$ cat config.mk
export PLATFORM = sky130hd
export DESIGN_NAME = debounced_digit_matrix_driver_core
export DESIGN_NICKNAME = d
export VERILOG_FILES = /design/src/design/ddmd_pkg.sv /design/src/design/debounced_digit_matrix_driver_core.sv
export SDC_FILE = /design/constraint.sdc
export NUM_CORES = 1
export LEC_CHECK = 0
export BUFFER_PORTS_ARGS = -buffer_cell sky130_fd_sc_hd__buf_2
export CAP_MARGIN = 20
export CORE_MARGIN = 2
export CORE_UTILIZATION = 61
export DETAILED_ROUTE_END_ITERATION = 10
export PLACE_DENSITY = 0.86
export SLEW_MARGIN = 20
export SYNTH_ARGS = -nofsm -noshare
export SYNTH_HDL_FRONTEND = slang
export SYNTH_SLANG_ARGS = --single-unit
$ cat constraint.sdc
create_clock -name clk -period 16.5 [get_ports clk]
set_input_delay 2.475 -clock clk [delete_from_list [all_inputs] [get_ports clk]]
set_output_delay 2.475 -clock clk [all_outputs]
set_load 0.03 [all_outputs]
$ cat src/design/ddmd_pkg.sv
package ddmd_pkg;

	localparam int FRAME_PIXELS = 25;
	localparam int PIX_IDX_W = $clog2(FRAME_PIXELS);
	localparam logic [PIX_IDX_W-1:0] LAST_PIX_IDX = PIX_IDX_W'(FRAME_PIXELS - 1);

	localparam int DIGIT_W = 4;
	localparam logic [DIGIT_W-1:0] DIGIT_MAX = 4'd9;
	localparam int NUM_GLYPHS = 10;

	localparam logic [7:0] LIT_LEVEL = 8'd255;
	localparam logic [31:0] LIT_WORD = {8'h00, LIT_LEVEL, 16'h0000};
	localparam logic [31:0] DEBOUNCE_RESET = 32'd200;

	localparam int PADDR_W = 3;
	localparam logic CFG_DEBOUNCE_IDX = 1'b0;

	localparam logic REQ_INC = 1'b0;
	localparam logic REQ_DEC = 1'b1;

	typedef logic [FRAME_PIXELS-1:0] glyph_t;

	// Written in row order, so bit 0 holds the bottom-right pixel, which is sent first.
	localparam glyph_t GLYPHS [NUM_GLYPHS] = '{
		25'b11111_10001_10001_10001_11111,
		25'b00100_01100_10100_00100_11111,
		25'b11111_00001_11111_10000_11111,
		25'b11111_00001_01111_00001_11111,
		25'b10011_10011_11111_00011_00011,
		25'b11111_10000_11111_00001_11111,
		25'b11111_10000_11111_10001_11111,
		25'b11111_00001_00110_00100_01000,
		25'b11111_10001_11111_10001_11111,
		25'b11111_10001_11111_00001_11111
	};

	typedef struct packed {
		logic        req_type;
		logic [31:0] time_ms;
	} press_t;

	typedef struct packed {
		logic [31:0] pixel_word;
		logic        last_pixel;
	} pixel_t;

endpackage

$ cat src/design/debounced_digit_matrix_driver_core.sv
// Debounced digit matrix driver.
// Press channel: press_valid / press_stall carry one button press (increment or
// decrement) with its millisecond timestamp. A press is kept only when the time
// since the last kept press, modulo 2^32, exceeds the debounce window.
// Pixel channel: pixel_valid / pixel_stall carry 25 GRB words for the 5x5 glyph
// of the new digit, the last one flagged by last_pixel.
// A press is held in the input register until it is judged; its first pixel is
// presented the cycle after it is kept. Pixels leave the output shift register
// one per cycle while pixel_stall is low; a rejected press leaves without waiting.
// A press waiting behind a frame is judged as soon as the frame's last pixel
// transfer completes, so frames follow one another without a gap.
// Reset clears the digit to 0, the last press time to 0 and the window to 200 ms.
// When the receiver stalls, the current pixel holds. press_stall is high while a
// press that passes the window waits in the input register behind a frame.
// The debounce window is written over the APB port at byte address 0.
module debounced_digit_matrix_driver_core
	import ddmd_pkg::*;
(
	input  logic               clk,
	input  logic               arst_n,
	input  logic               press_valid,
	output logic               press_stall,
	input  press_t             press,
	output logic               pixel_valid,
	input  logic               pixel_stall,
	output pixel_t             pixel,
	input  logic               psel,
	input  logic               penable,
	input  logic               pwrite,
	input  logic [PADDR_W-1:0] paddr,
	input  logic [31:0]        pwdata,
	output logic [31:0]        prdata,
	output logic               pready
);

	logic [31:0]          debounce_q;
	logic [DIGIT_W-1:0]   digit_q;
	logic [31:0]          last_time_q;

	logic                 valid_s1;
	press_t               press_s1;

	logic                 busy_q;
	glyph_t               shift_q;
	logic [PIX_IDX_W-1:0] pix_idx_q;

	logic                 cfg_wr;
	logic [31:0]          elapsed;
	logic                 pass;
	logic                 pix_xfer;
	logic                 frame_end;
	logic                 can_load;
	logic                 load;
	logic                 s1_done;
	logic [DIGIT_W-1:0]   digit_next;
	logic [DIGIT_W-1:0]   glyph_sel;

	assign pready = 1'b1;
	assign cfg_wr = psel && penable && pwrite && pready && (paddr[2] == CFG_DEBOUNCE_IDX);
	assign prdata = (paddr[2] == CFG_DEBOUNCE_IDX) ? debounce_q : 32'd0;

	always_ff @(posedge clk or negedge arst_n) begin
		if (!arst_n) begin
			debounce_q <= DEBOUNCE_RESET;
		end else if (cfg_wr) begin
			debounce_q <= pwdata;
		end
	end

	// Judge the registered press against the state left by the previous one.
	assign elapsed = press_s1.time_ms - last_time_q;
	assign pass    = elapsed > debounce_q;

	always_comb begin
		digit_next = digit_q;
		if (press_s1.req_type == REQ_INC) begin
			if (digit_q < DIGIT_MAX) begin
				digit_next = digit_q + 4'd1;
			end
		end else begin
			if (digit_q != '0) begin
				digit_next = digit_q - 4'd1;
			end
		end
		glyph_sel = (digit_next > DIGIT_MAX) ? DIGIT_MAX : digit_next;
	end

	assign pix_xfer    = busy_q && !pixel_stall;
	assign frame_end   = pix_xfer && (pix_idx_q == LAST_PIX_IDX);
	assign can_load    = !busy_q || frame_end;
	assign load        = valid_s1 && pass && can_load;
	assign s1_done     = valid_s1 && (!pass || can_load);
	assign press_stall = valid_s1 && !s1_done;

	always_ff @(posedge clk or negedge arst_n) begin
		if (!arst_n) begin
			valid_s1 <= 1'b0;
		end else if (press_valid && !press_stall) begin
			valid_s1 <= 1'b1;
		end else if (s1_done) begin
			valid_s1 <= 1'b0;
		end
	end

	always_ff @(posedge clk) begin
		if (press_valid && !press_stall) begin
			press_s1 <= press;
		end
	end

	always_ff @(posedge clk or negedge arst_n) begin
		if (!arst_n) begin
			digit_q     <= '0;
			last_time_q <= '0;
		end else if (load) begin
			digit_q     <= digit_next;
			last_time_q <= press_s1.time_ms;
		end
	end

	always_ff @(posedge clk or negedge arst_n) begin
		if (!arst_n) begin
			busy_q    <= 1'b0;
			pix_idx_q <= '0;
		end else if (load) begin
			busy_q    <= 1'b1;
			pix_idx_q <= '0;
		end else if (frame_end) begin
			busy_q    <= 1'b0;
		end else if (pix_xfer) begin
			pix_idx_q <= pix_idx_q + PIX_IDX_W'(1);
		end
	end

	always_ff @(posedge clk) begin
		if (load) begin
			shift_q <= GLYPHS[glyph_sel];
		end else if (pix_xfer) begin
			shift_q <= shift_q >> 1;
		end
	end

	assign pixel_valid      = busy_q;
	assign pixel.pixel_word = shift_q[0] ? LIT_WORD : 32'd0;
	assign pixel.last_pixel = (pix_idx_q == LAST_PIX_IDX);

	a_digit_range: assert property (@(posedge clk) disable iff (!arst_n)
		digit_q <= DIGIT_MAX)
		else $error("digit left its range");

	a_idx_range: assert property (@(posedge clk) disable iff (!arst_n)
		busy_q |-> pix_idx_q <= LAST_PIX_IDX)
		else $error("pixel index beyond the frame");

	a_load_starts_frame: assert property (@(posedge clk) disable iff (!arst_n)
		load |=> pixel_valid && pix_idx_q == '0)
		else $error("kept press did not start a frame");

	a_stall_only_when_held: assert property (@(posedge clk) disable iff (!arst_n)
		press_stall |-> valid_s1 && pass && busy_q)
		else $error("press stalled without a frame in progress");

	a_reject_keeps_state: assert property (@(posedge clk) disable iff (!arst_n)
		(valid_s1 && !pass) |=> $stable(last_time_q) && $stable(digit_q))
		else $error("rejected press changed the state");

endmodule

==> flow_metrics.py, run 1 <==
metrics = {
    "detailed_routing": {
        "postRouteAntennaNets": 0,
        "routed_wirelength_um": 16800,
        "drcViolationCount": 0,
        "wl_per_cell_um": 15.1,
        "drtIter0Drc": 518,
        "dr.pass1.iters": 6,
        "vias": 6134,
        "via_per_inst": 5.53,
    },
    "critical_path": {
        "cpLargestDelayFamily": "compound AO/OA/AOI/OAI gates",
        "cp_data_required_time_ps": 14030,
        "cp_slowest_cell": "nor4_1",
        "end_kind": "output port",
        "startpoint_type": "flip-flop",
        "cp_max_fo": 6,
        "max_stage_delay_ps": 630,
        "path_buf_inv": 3,
        "path_class": "reg -> out",
        "cp_cell_sequence": "ha_1 -> a21o_1 -> nor3_1 -> a31oi_1 -> a221oi_2 -> o22ai_1 -> o41ai_1 -> o311ai_0 -> ha_1 -> nand4_1 -> nor4_1 -> inv_1 -> a31o_2 -> a21bo_2 -> or2_2 -> inv_1 -> buf_2",
        "arrival_ps": 5870,
    },
    "timing": {
        "rsz0062_at_grt": "no",
        "fin_crit_sh_pct": 50.6,
        "finalHoldViolCount": 0,
        "report.final.slew_viol_count": 0,
        "clock.fmax_mhz": 120,
        "period_needed_ps": 8340,
        "slew_headroom_pct": 52.1,
        "setup_viol": 0,
        "hold-worst-slack_ps": 489,
        "tns_ps": 0,
        "skew_ps": 10.8,
        "worst_pin_slew_ps": 718,
    },
    "job": {
        "drv_cap": 0,
    },
    "synthesis": {
        "synth_area_per_cell_um2": 9.92,
        "synth_cells": 818,
        "yosysWarningCount": 0,
        "mappedNetlistArea_um2": 8110,
        "synth_top_cell_area_share_pct": 22.2,
        "ys_top_cells_by_area": "dfrtp_1 (22%), edfxtp_1 (21%), ha_1 (11%)",
        "post-synth-top-count-cell": "inv_1",
        "synth_seq_cells": 133,
        "synth_flop_cell": "dfrtp_1",
        "yosysSeqAreaShare_pct": 44.7,
        "synthArstFlopShare_pct": 56.4,
        "yosysUniqueCellTypes": 63,
        "yosysTopAreaCell": "dfrtp_1",
        "synth_edf_count": 58,
        "synth.cells.most_frequent": "inv_1 (85), nor2_1 (75), dfrtp_1 (72), ha_1 (72)",
    },
    "floorplanning": {
        "die_area_um2": 14200,
        "start_util_pct": 61.7,
        "rows": 42,
        "die_w_um": 119,
        "die_y_um": 119,
        "coreArea_um2": 13100,
        "io_pins": 143,
    },
    "clocking": {
        "root_buffer": "clkbuf_16",
        "post_cts_resize_count": 0,
        "clkSinkCount": 133,
        "clk_pin_slew_worst_paths_ps": 50,
        "postCtsSetupBuffers": 0,
        "cts_tree": "done",
        "numCtsBuffers": 17,
        "hold_buffers": 0,
        "cts_max_level": 4,
        "insertion_delay_ps": 420,
        "clockBufferDepth": 2,
    },
    "placed_design": {
        "portBuffers": 115,
        "dp_cells": 1078,
        "dp_hpwl_um": 11700,
        "gp_congestion": 0.917,
    },
    "global_route": {
        "grt_max_degree": 77,
        "track_usage_pct": 24.9,
        "overflow": 0,
        "antenna_found_initial": 0,
        "grt_pass1_wl_um": 27800,
        "first_global_vias": 5835,
    },
    "power_and_ir_drop": {
        "p_leak_nw": 4.46,
        "p_per_area_nw_per_um2": 209,
        "vdd_drop_max_v": 0.000239,
    },
    "run_status": {
        "run_status": "finished, final reports clean",
    },
    "finish": {
        "nNetsFinal": 1069,
        "layoutNonFillerInstCount": 1110,
        "drive_above_1_share_pct": 21.0,
        "diodes": 0,
        "area_growth_pct": 14.2,
    },
    "worst_hold_path": {
        "min_path_type": "reg -> reg",
    },
}
## worst min-delay path, cell delays in order (launching register included)
cell and delay (ps):
edfxtp_1 350, nand2_1 50, o21ai_0 60
## metrics by stage
stage                     setup WS, ps  util (%)  total power, W  cell area [um2]
after CTS                         8210      70.5         0.00194             9260
after detailed placement          8700      66.1         0.00156             8690
after floorplan                   9370         -         0.00134             8200
after global placement            8740      66.1         0.00152             8690
after global routing              7730      70.5         0.00211             9260
final                             8160      70.5         0.00194             9260
## final timing paths
path	endpoint	slack (ps)	depth (start not counted)	from
worst max register to register	shift_q[1]	9910	17	press_s1[4]
worst min-delay path	last_time_q[15]	490	2	press_s1[15]
min in group asynchronous	last_time_q[15]	2100	1	arst_n
max in group asynchronous	digit_q[2]	13930	1	arst_n
worst max-delay path	press_stall	8160	17	press_s1[4]
worst min register to register	last_time_q[15]	490	2	press_s1[15]
## report_power, final
group          switching, W  leakage, nW  internal, W
Combinational      0.000595         2.79     0.000431
Sequential        0.0000633         1.39     0.000485
Clock              0.000132        0.279     0.000234
## cell usage in the layout (no fill, tap or decap), types with 10 or more instances in the layout
cell type / synthesis / routed
a21oi_1: 48 / 48
nor2_1: 75 / 75
conb_1: 2 / 25
xnor2_1: 18 / 18
dfrtp_1: 72 / 72
xor2_1: 11 / 11
edfxtp_1: 58 / 58
nand3_1: 11 / 11
inv_1: 85 / 85
a21o_1: 25 / 25
clkbuf_16: 0 / 17
o21ai_0: 55 / 55
mux2_2: 38 / 38
ha_1: 72 / 72
nor2b_1: 10 / 10
buf_2: 1 / 114
nand4_1: 10 / 10
nand2_1: 58 / 57
## metal layers
metal	GRT usage, %	wire length (um)	up-vias
li1	-	-	3027
met1	32.6	7520	2913
met2	40.8	8180	175
met3	6.08	815	19
met4	8.24	246	0
met5	0	0	-
## area by class of cell
| cell class | instances | area, um2 |
|---|---|---|
| multi-input cells | 565 | 3920 |
| inverters | 85 | 319 |
| flip-flops and latches | 133 | 3620 |
| clock buffers | 27 | 493 |
| fillers | 970 | 3880 |
| well taps | 176 | 220 |
| repair buffers | 119 | 612 |
| clock inverters | 5 | 75.1 |
## state kept, by name (all words and copies together), names as in the netlist
| register | count |
|---|---|
| debounce_q | 32 |
| digit_q | 4 |
| last_time_q | 32 |
| pix_idx_q | 5 |
| pixel_valid | 1 |
| press_s1 | 33 |
| shift_q | 25 |
| valid_s1 | 1 |
## cell families after synthesis
group / count (synthesis) / synth area share (%)
muxes: 42 / 5.77
AOI/OAI and AO/OA: 192 / 15.2
DFF: 133 / 44.7
buffers and inverters: 143 / 8.16
and+or+nand+nor: 204 / 11.7
xor gates and xnor gates: 29 / 3.13
other: 2 / 0.0926
adders and majority gates: 73 / 11.4
(Power assumes the default switching activity.)
==> run 2: changes to the inputs <==
--- a/config.mk
+++ b/config.mk
@@ -8,9 +8,9 @@
 export BUFFER_PORTS_ARGS = -buffer_cell sky130_fd_sc_hd__buf_2
 export CAP_MARGIN = 20
 export CORE_MARGIN = 2
-export CORE_UTILIZATION = 61
+export CORE_UTILIZATION = 51
 export DETAILED_ROUTE_END_ITERATION = 10
-export PLACE_DENSITY = 0.86
+export PLACE_DENSITY = 0.77
 export SLEW_MARGIN = 20
 export SYNTH_ARGS = -nofsm -noshare
 export SYNTH_HDL_FRONTEND = slang
==> constraint.sdc (replaced) <==
create_clock -name clk -period 7.15 [get_ports clk]
set_input_delay 1.0725 -clock clk [delete_from_list [all_inputs] [get_ports clk]]
set_output_delay 1.0725 -clock clk [all_outputs]
set_load 0.03 [all_outputs]
==> flow_metrics.py, run 2 (synthesized netlist as in run 1, its figures left out) <==
metrics = {
    "finish": {
        "utilization_pct": 59.6,
        "final_common_cell": "buf_2",
        "largest_register": "press_s1",
        "top_regs": "press_s1 (33), debounce_q (32), last_time_q (32)",
        "nNetsFinal": 1071,
        "largest_reg_flops": 33,
        "multiInputGateArea_um2": 3930,
        "nFillCells": 1330,
        "seqCellArea_um2": 3620,
        "drive_above_1_share_pct": 21.8,
        "diodes": 0,
        "area_growth_pct": 15.4,
        "final_cell_mix": "buf_2 (114), inv_1 (85), nor2_1 (75), ha_1 (72), dfrtp_1 (72)",
    },
    "global_route": {
        "grt_pass1_wl_um": 27300,
        "overflow": 0,
        "antenna_found_initial": 0,
        "track_usage_pct": 20.9,
        "grt_max_degree": 76,
        "first_global_vias": 5820,
    },
    "placed_design": {
        "dp_hpwl_um": 12200,
        "portBuffers": 115,
        "gp_congestion": 0.897,
    },
    "power_and_ir_drop": {
        "p_switching_w": 0.00186,
        "p_leak_nw": 4.47,
        "internal-power_w": 0.00266,
        "clkPwrFrac_pct": 19.3,
        "swShare_pct": 41.1,
        "p_per_area_nw_per_um2": 483,
        "combPwrFrac_pct": 52.7,
        "pwr-share-seq_pct": 28.0,
        "vdd_drop_max_v": 0.000328,
    },
    "run_status": {
        "run_status": "finished, final reports clean",
    },
    "floorplanning": {
        "coreArea_um2": 15700,
        "die_area_um2": 16900,
        "die_w_um": 130,
        "die_y_um": 130,
        "rows": 46,
        "start_util_pct": 51.6,
        "io_pins": 143,
    },
    "detailed_routing": {
        "via_per_inst": 5.32,
        "wl_per_cell_um": 14.9,
        "postRouteAntennaNets": 0,
        "dr.pass1.iters": 5,
        "drtIter0Drc": 422,
        "vias": 6123,
        "routed_wirelength_um": 17100,
        "drcViolationCount": 0,
    },
    "job": {
        "drv_cap": 0,
    },
    "critical_path": {
        "end_kind": "output port",
        "worstRegToRegCells": 20,
        "cpLargestDelayFamily": "compound AO/OA/AOI/OAI gates",
        "path_class": "reg -> out",
        "rr_endpoint": "press_s1[21]",
        "max_stage_delay_ps": 480,
        "arrival_ps": 5640,
        "r2r_start": "press_s1[0]",
        "crit_top_cell": "inv_1",
        "r2r_setup_slack_ps": 960,
        "cp_cell_sequence": "inv_1 -> ha_1 -> inv_1 -> fa_1 -> a21o_1 -> a221oi_2 -> o22ai_2 -> a211o_1 -> and4_1 -> a211o_1 -> and4b_1 -> a311o_1 -> ha_1 -> nand4_1 -> nor4_2 -> inv_1 -> a31o_2 -> a21bo_2 -> or2_2 -> inv_1 -> buf_2",
        "startpoint_type": "flip-flop",
        "cp_data_required_time_ps": 6080,
        "cp_max_fo": 5,
        "path_buf_inv": 5,
        "cp_slowest_cell": "nor4_2",
    },
    "timing": {
        "rsz0062_at_grt": "no",
        "skew_ps": 8.57,
        "worst_pin_slew_ps": 896,
        "slew_headroom_pct": 40.3,
        "tns_ps": 0,
        "report.final.slew_viol_count": 0,
        "finalHoldViolCount": 0,
        "period_needed_ps": 6710,
        "fin_crit_sh_pct": 93.9,
        "setup_viol": 0,
        "clock.fmax_mhz": 149,
    },
    "clocking": {
        "root_buffer": "clkbuf_16",
        "post_cts_resize_count": 0,
        "clk_pin_slew_worst_paths_ps": 60,
        "insertion_delay_ps": 420,
        "clockBufferDepth": 2,
        "hold_buffers": 0,
        "numCtsBuffers": 17,
        "postCtsSetupBuffers": 0,
        "cts_tree": "done",
        "clkSinkCount": 133,
        "cts_max_level": 4,
    },
    "worst_hold_path": {
        "holdPathStages": 2,
        "holdPathEnd": "last_time_q[7]",
        "min_from": "press_s1[7]",
        "min_path_type": "reg -> reg",
    },
}
run 2: cell count changes in the layout (fill, tap and decap cells not counted), sizes merged:
cell / previous run / this run
buf: 119 / 121
clkbuf: 27 / 22
clkinv: 3 / 4
clkinvlp: 0 / 3
inv: 85 / 86
run 2: routing by layer:
layer	up-vias	routed length [um]	GRT usage, %
li1	3028	-	-
met1	2924	7710	27.3
met2	149	8410	35.0
met3	22	754	4.84
met4	0	272	6.51
met5	-	0	0
run 2: how the worst max path moves through the flow:
stage	start	endpoint	slack [ps]	cells after the start
after CTS	press_s1[0]	press_stall	310	21
final	press_s1[0]	press_stall	440	21
after global routing	press_s1[0]	press_stall	130	20
after detailed placement	press_s1[0]	press_stall	780	21
after floorplan	press_s1[0]	shift_q[0]	1290	19
after global placement	press_s1[0]	press_stall	850	21
run 2: cell type report:
cell class,instances,area share [%]
multi-input combinational,565,41.9
sequential,133,38.7
timing repair buffer,121,6.70
clock buffer,22,5.06
inverter,85,3.41
tap,216,2.89
clock inverter,10,1.32
run 2: worst reg2reg max path, cell delays in order, from the launching register on:
cell and delay [ps]:
edfxtp_1 400, inv_1 80, ha_1 150, inv_1 60
fa_1 390, a21o_1 220, a221oi_2 310, o22ai_2 170
a211o_1 400, and4_1 240, a211o_1 310, and4b_1 200
a311o_1 270, ha_1 280, nand4_1 170, nor4_2 480
a31oi_1 180, a21bo_2 270, or2_2 150, and2_1 720
buf_4 400
run 2: through the flow:
| step | instance area [um2] | instances | hold WS, ps | setup WS (ps) | power (W) |
|---|---|---|---|---|---|
| 3_5_place_dp | 8750 | 1120 | 478 | 776 | 0.00362 |
| 6_report | 9360 | 1152 | 487 | 438 | 0.00452 |
| 5_1_grt | 9360 | 1152 | 520 | 129 | 0.00490 |
| 2_1_floorplan | 8200 | 841 | 456 | 1290 | 0.00310 |
| 3_3_place_gp | 8750 | 1120 | 463 | 855 | 0.00354 |
| 4_1_cts | 9350 | 1152 | 491 | 313 | 0.00453 |
run 2: power by group through the flow:
stage	combinational (W)	clock, W	sequential, W
after floorplan	0.00188	0	0.00122
after global placement	0.00228	0	0.00126
after detailed placement	0.00234	0	0.00127
after CTS	0.00238	0.000886	0.00127
after global routing	0.00269	0.000914	0.00130
final	0.00238	0.000873	0.00127
==> run 3: changes to the inputs <==
--- a/config.mk
+++ b/config.mk
@@ -11,6 +11,7 @@
 export CORE_UTILIZATION = 51
 export DETAILED_ROUTE_END_ITERATION = 10
 export PLACE_DENSITY = 0.77
+export RECOVER_POWER = 50
 export SLEW_MARGIN = 20
 export SYNTH_ARGS = -nofsm -noshare
 export SYNTH_HDL_FRONTEND = slang
==> flow_metrics.py, run 3 (synthesized netlist as in run 1, its figures left out) <==
metrics = {
    "run_status": {
        "run_status": "finished with violations",
        "violations": "max-capacitance violations, max-slew violations",
    },
    "critical_path": {
        "r2r_start": "press_s1[0]",
        "end_kind": "output port",
        "r2r_setup_slack_ps": 960,
        "arrival_ps": 5650,
        "startpoint_type": "flip-flop",
        "path_class": "reg -> out",
        "cp_max_fo": 5,
        "cp_data_required_time_ps": 6080,
        "rr_endpoint": "press_s1[24]",
        "critPathCapture": "press_stall",
        "crit_path_start": "press_s1[0]",
        "worstRegToRegCells": 20,
    },
    "detailed_routing": {
        "drcViolationCount": 0,
        "dr.pass1.iters": 5,
        "via_per_inst": 5.33,
        "routed_wirelength_um": 17100,
        "postRouteAntennaNets": 0,
        "vias": 6141,
        "drtIter0Drc": 420,
        "wl_per_cell_um": 14.9,
    },
    "floorplanning": {
        "die_w_um": 130,
        "rows": 46,
        "start_util_pct": 51.6,
        "io_pins": 143,
        "die_area_um2": 16900,
        "coreArea_um2": 15700,
        "die_y_um": 130,
    },
    "placed_design": {
        "portBuffers": 115,
        "placed_area_um2": 8750,
        "dp_hpwl_um": 12200,
        "dp_slack_ps": 776,
        "gp_congestion": 0.897,
    },
    "global_route": {
        "use_met2_pct": 35.0,
        "overflow": 0,
        "grtUsageMet1_pct": 27.3,
        "grt_max_degree": 76,
        "first_global_vias": 5820,
        "grt_pass1_wl_um": 27300,
        "antenna_found_initial": 0,
        "track_usage_pct": 20.9,
        "busiest_layer": "met2",
        "grt_use_met3_pct": 4.84,
    },
    "clocking": {
        "clkSinkCount": 133,
        "cts_tree": "done",
        "cts_max_level": 4,
        "clk_pin_slew_worst_paths_ps": 60,
        "post_cts_resize_count": 0,
        "hold_buffers": 0,
        "root_buffer": "clkbuf_16",
        "numCtsBuffers": 17,
        "clockBufferDepth": 2,
        "postCtsSetupBuffers": 0,
        "insertion_delay_ps": 420,
    },
    "power_and_ir_drop": {
        "pwr-share-seq_pct": 28.1,
        "clkPwrFrac_pct": 19.3,
        "report.power.total_w": 0.00452,
        "combPwrFrac_pct": 52.6,
        "p_leak_nw": 4.42,
        "p_switching_w": 0.00186,
        "internal-power_w": 0.00266,
        "swShare_pct": 41.1,
        "p_per_area_nw_per_um2": 484,
        "vdd_drop_max_v": 0.000328,
    },
    "finish": {
        "utilization_pct": 59.4,
        "multiInputGateArea_um2": 3930,
        "top_regs": "press_s1 (33), debounce_q (32), last_time_q (32)",
        "nFillCells": 1337,
        "drive_above_1_share_pct": 20.0,
        "largest_reg_flops": 33,
        "diodes": 0,
        "seqCellArea_um2": 3620,
        "final_common_cell": "buf_2",
        "area_growth_pct": 15.1,
        "nNetsFinal": 1071,
        "largest_register": "press_s1",
        "final_cell_mix": "buf_2 (99), inv_1 (85), nor2_1 (75), ha_1 (72), dfrtp_1 (72)",
        "final_area_um2": 9330,
    },
    "job": {
        "drv_cap": 3,
    },
    "timing": {
        "period_needed_ps": 6720,
        "fin_crit_sh_pct": 94.0,
        "skew_ps": 8.68,
        "worst_pin_slew_ps": 4220,
        "clock.fmax_mhz": 149,
        "setup_viol": 0,
        "tns_ps": 0,
        "report.final.slew_viol_count": 143,
        "rsz0062_at_grt": "no",
        "finalHoldViolCount": 0,
        "slew_headroom_pct": -181,
        "setup_slack_ps": 428,
    },
    "worst_hold_path": {
        "min_path_type": "reg -> reg",
        "min_from": "press_s1[7]",
    },
}
## run 3: worst max-delay path, cell delays in order, from the launching register on
cell and delay [ps]:
edfxtp_1 400, inv_1 80, ha_1 150, inv_1 60
fa_1 390, a21o_1 220, a221oi_2 310, o22ai_2 170
a211o_1 400, and4_1 240, a211o_1 310, and4b_1 200
a311o_1 270, ha_1 280, nand4_1 170, nor4_2 490
inv_1 80, a31o_2 220, a21bo_2 250, or2_2 310
inv_1 60, buf_2 180
## run 3: worst min path at each step
| stage | end | slack, ps | cells after the start |
|---|---|---|---|
| after CTS | last_time_q[7] | 490 | 2 |
| after detailed placement | last_time_q[7] | 480 | 2 |
| after global placement | last_time_q[11] | 460 | 2 |
| after floorplan | last_time_q[10] | 460 | 2 |
| final | last_time_q[7] | 490 | 2 |
| after global routing | debounce_q[27] | 520 | 1 |
## run 3: routing by layer
layer	wire length (um)	up-vias
met5	0	-
met4	267	0
met3	807	20
met2	8400	161
met1	7640	2931
li1	-	3029
## run 3: stage by stage
stage,instances,hold WS (ps)
floorplan,841,456
global placement,1120,463
global route,1152,520
CTS,1152,491
detailed placement,1120,478
finish,1152,487
## run 3: power by group through the flow
stage               Combinational, W  Sequential (W)  Clock, W
floorplan                    0.00188         0.00122         0
global route                 0.00269         0.00130  0.000914
detailed placement           0.00234         0.00127         0
CTS                          0.00238         0.00127  0.000886
finish                       0.00238         0.00127  0.000873
global placement             0.00228         0.00126         0
## run 3: area by class of cell
cell class              count  share of cell area, %
multi-input cells         565                   42.1
flip-flops and latches    133                   38.8
repair buffers            121                   6.39
clock buffers              22                   5.08
inverters                  85                   3.42
well taps                 216                   2.90
clock inverters            10                   1.33
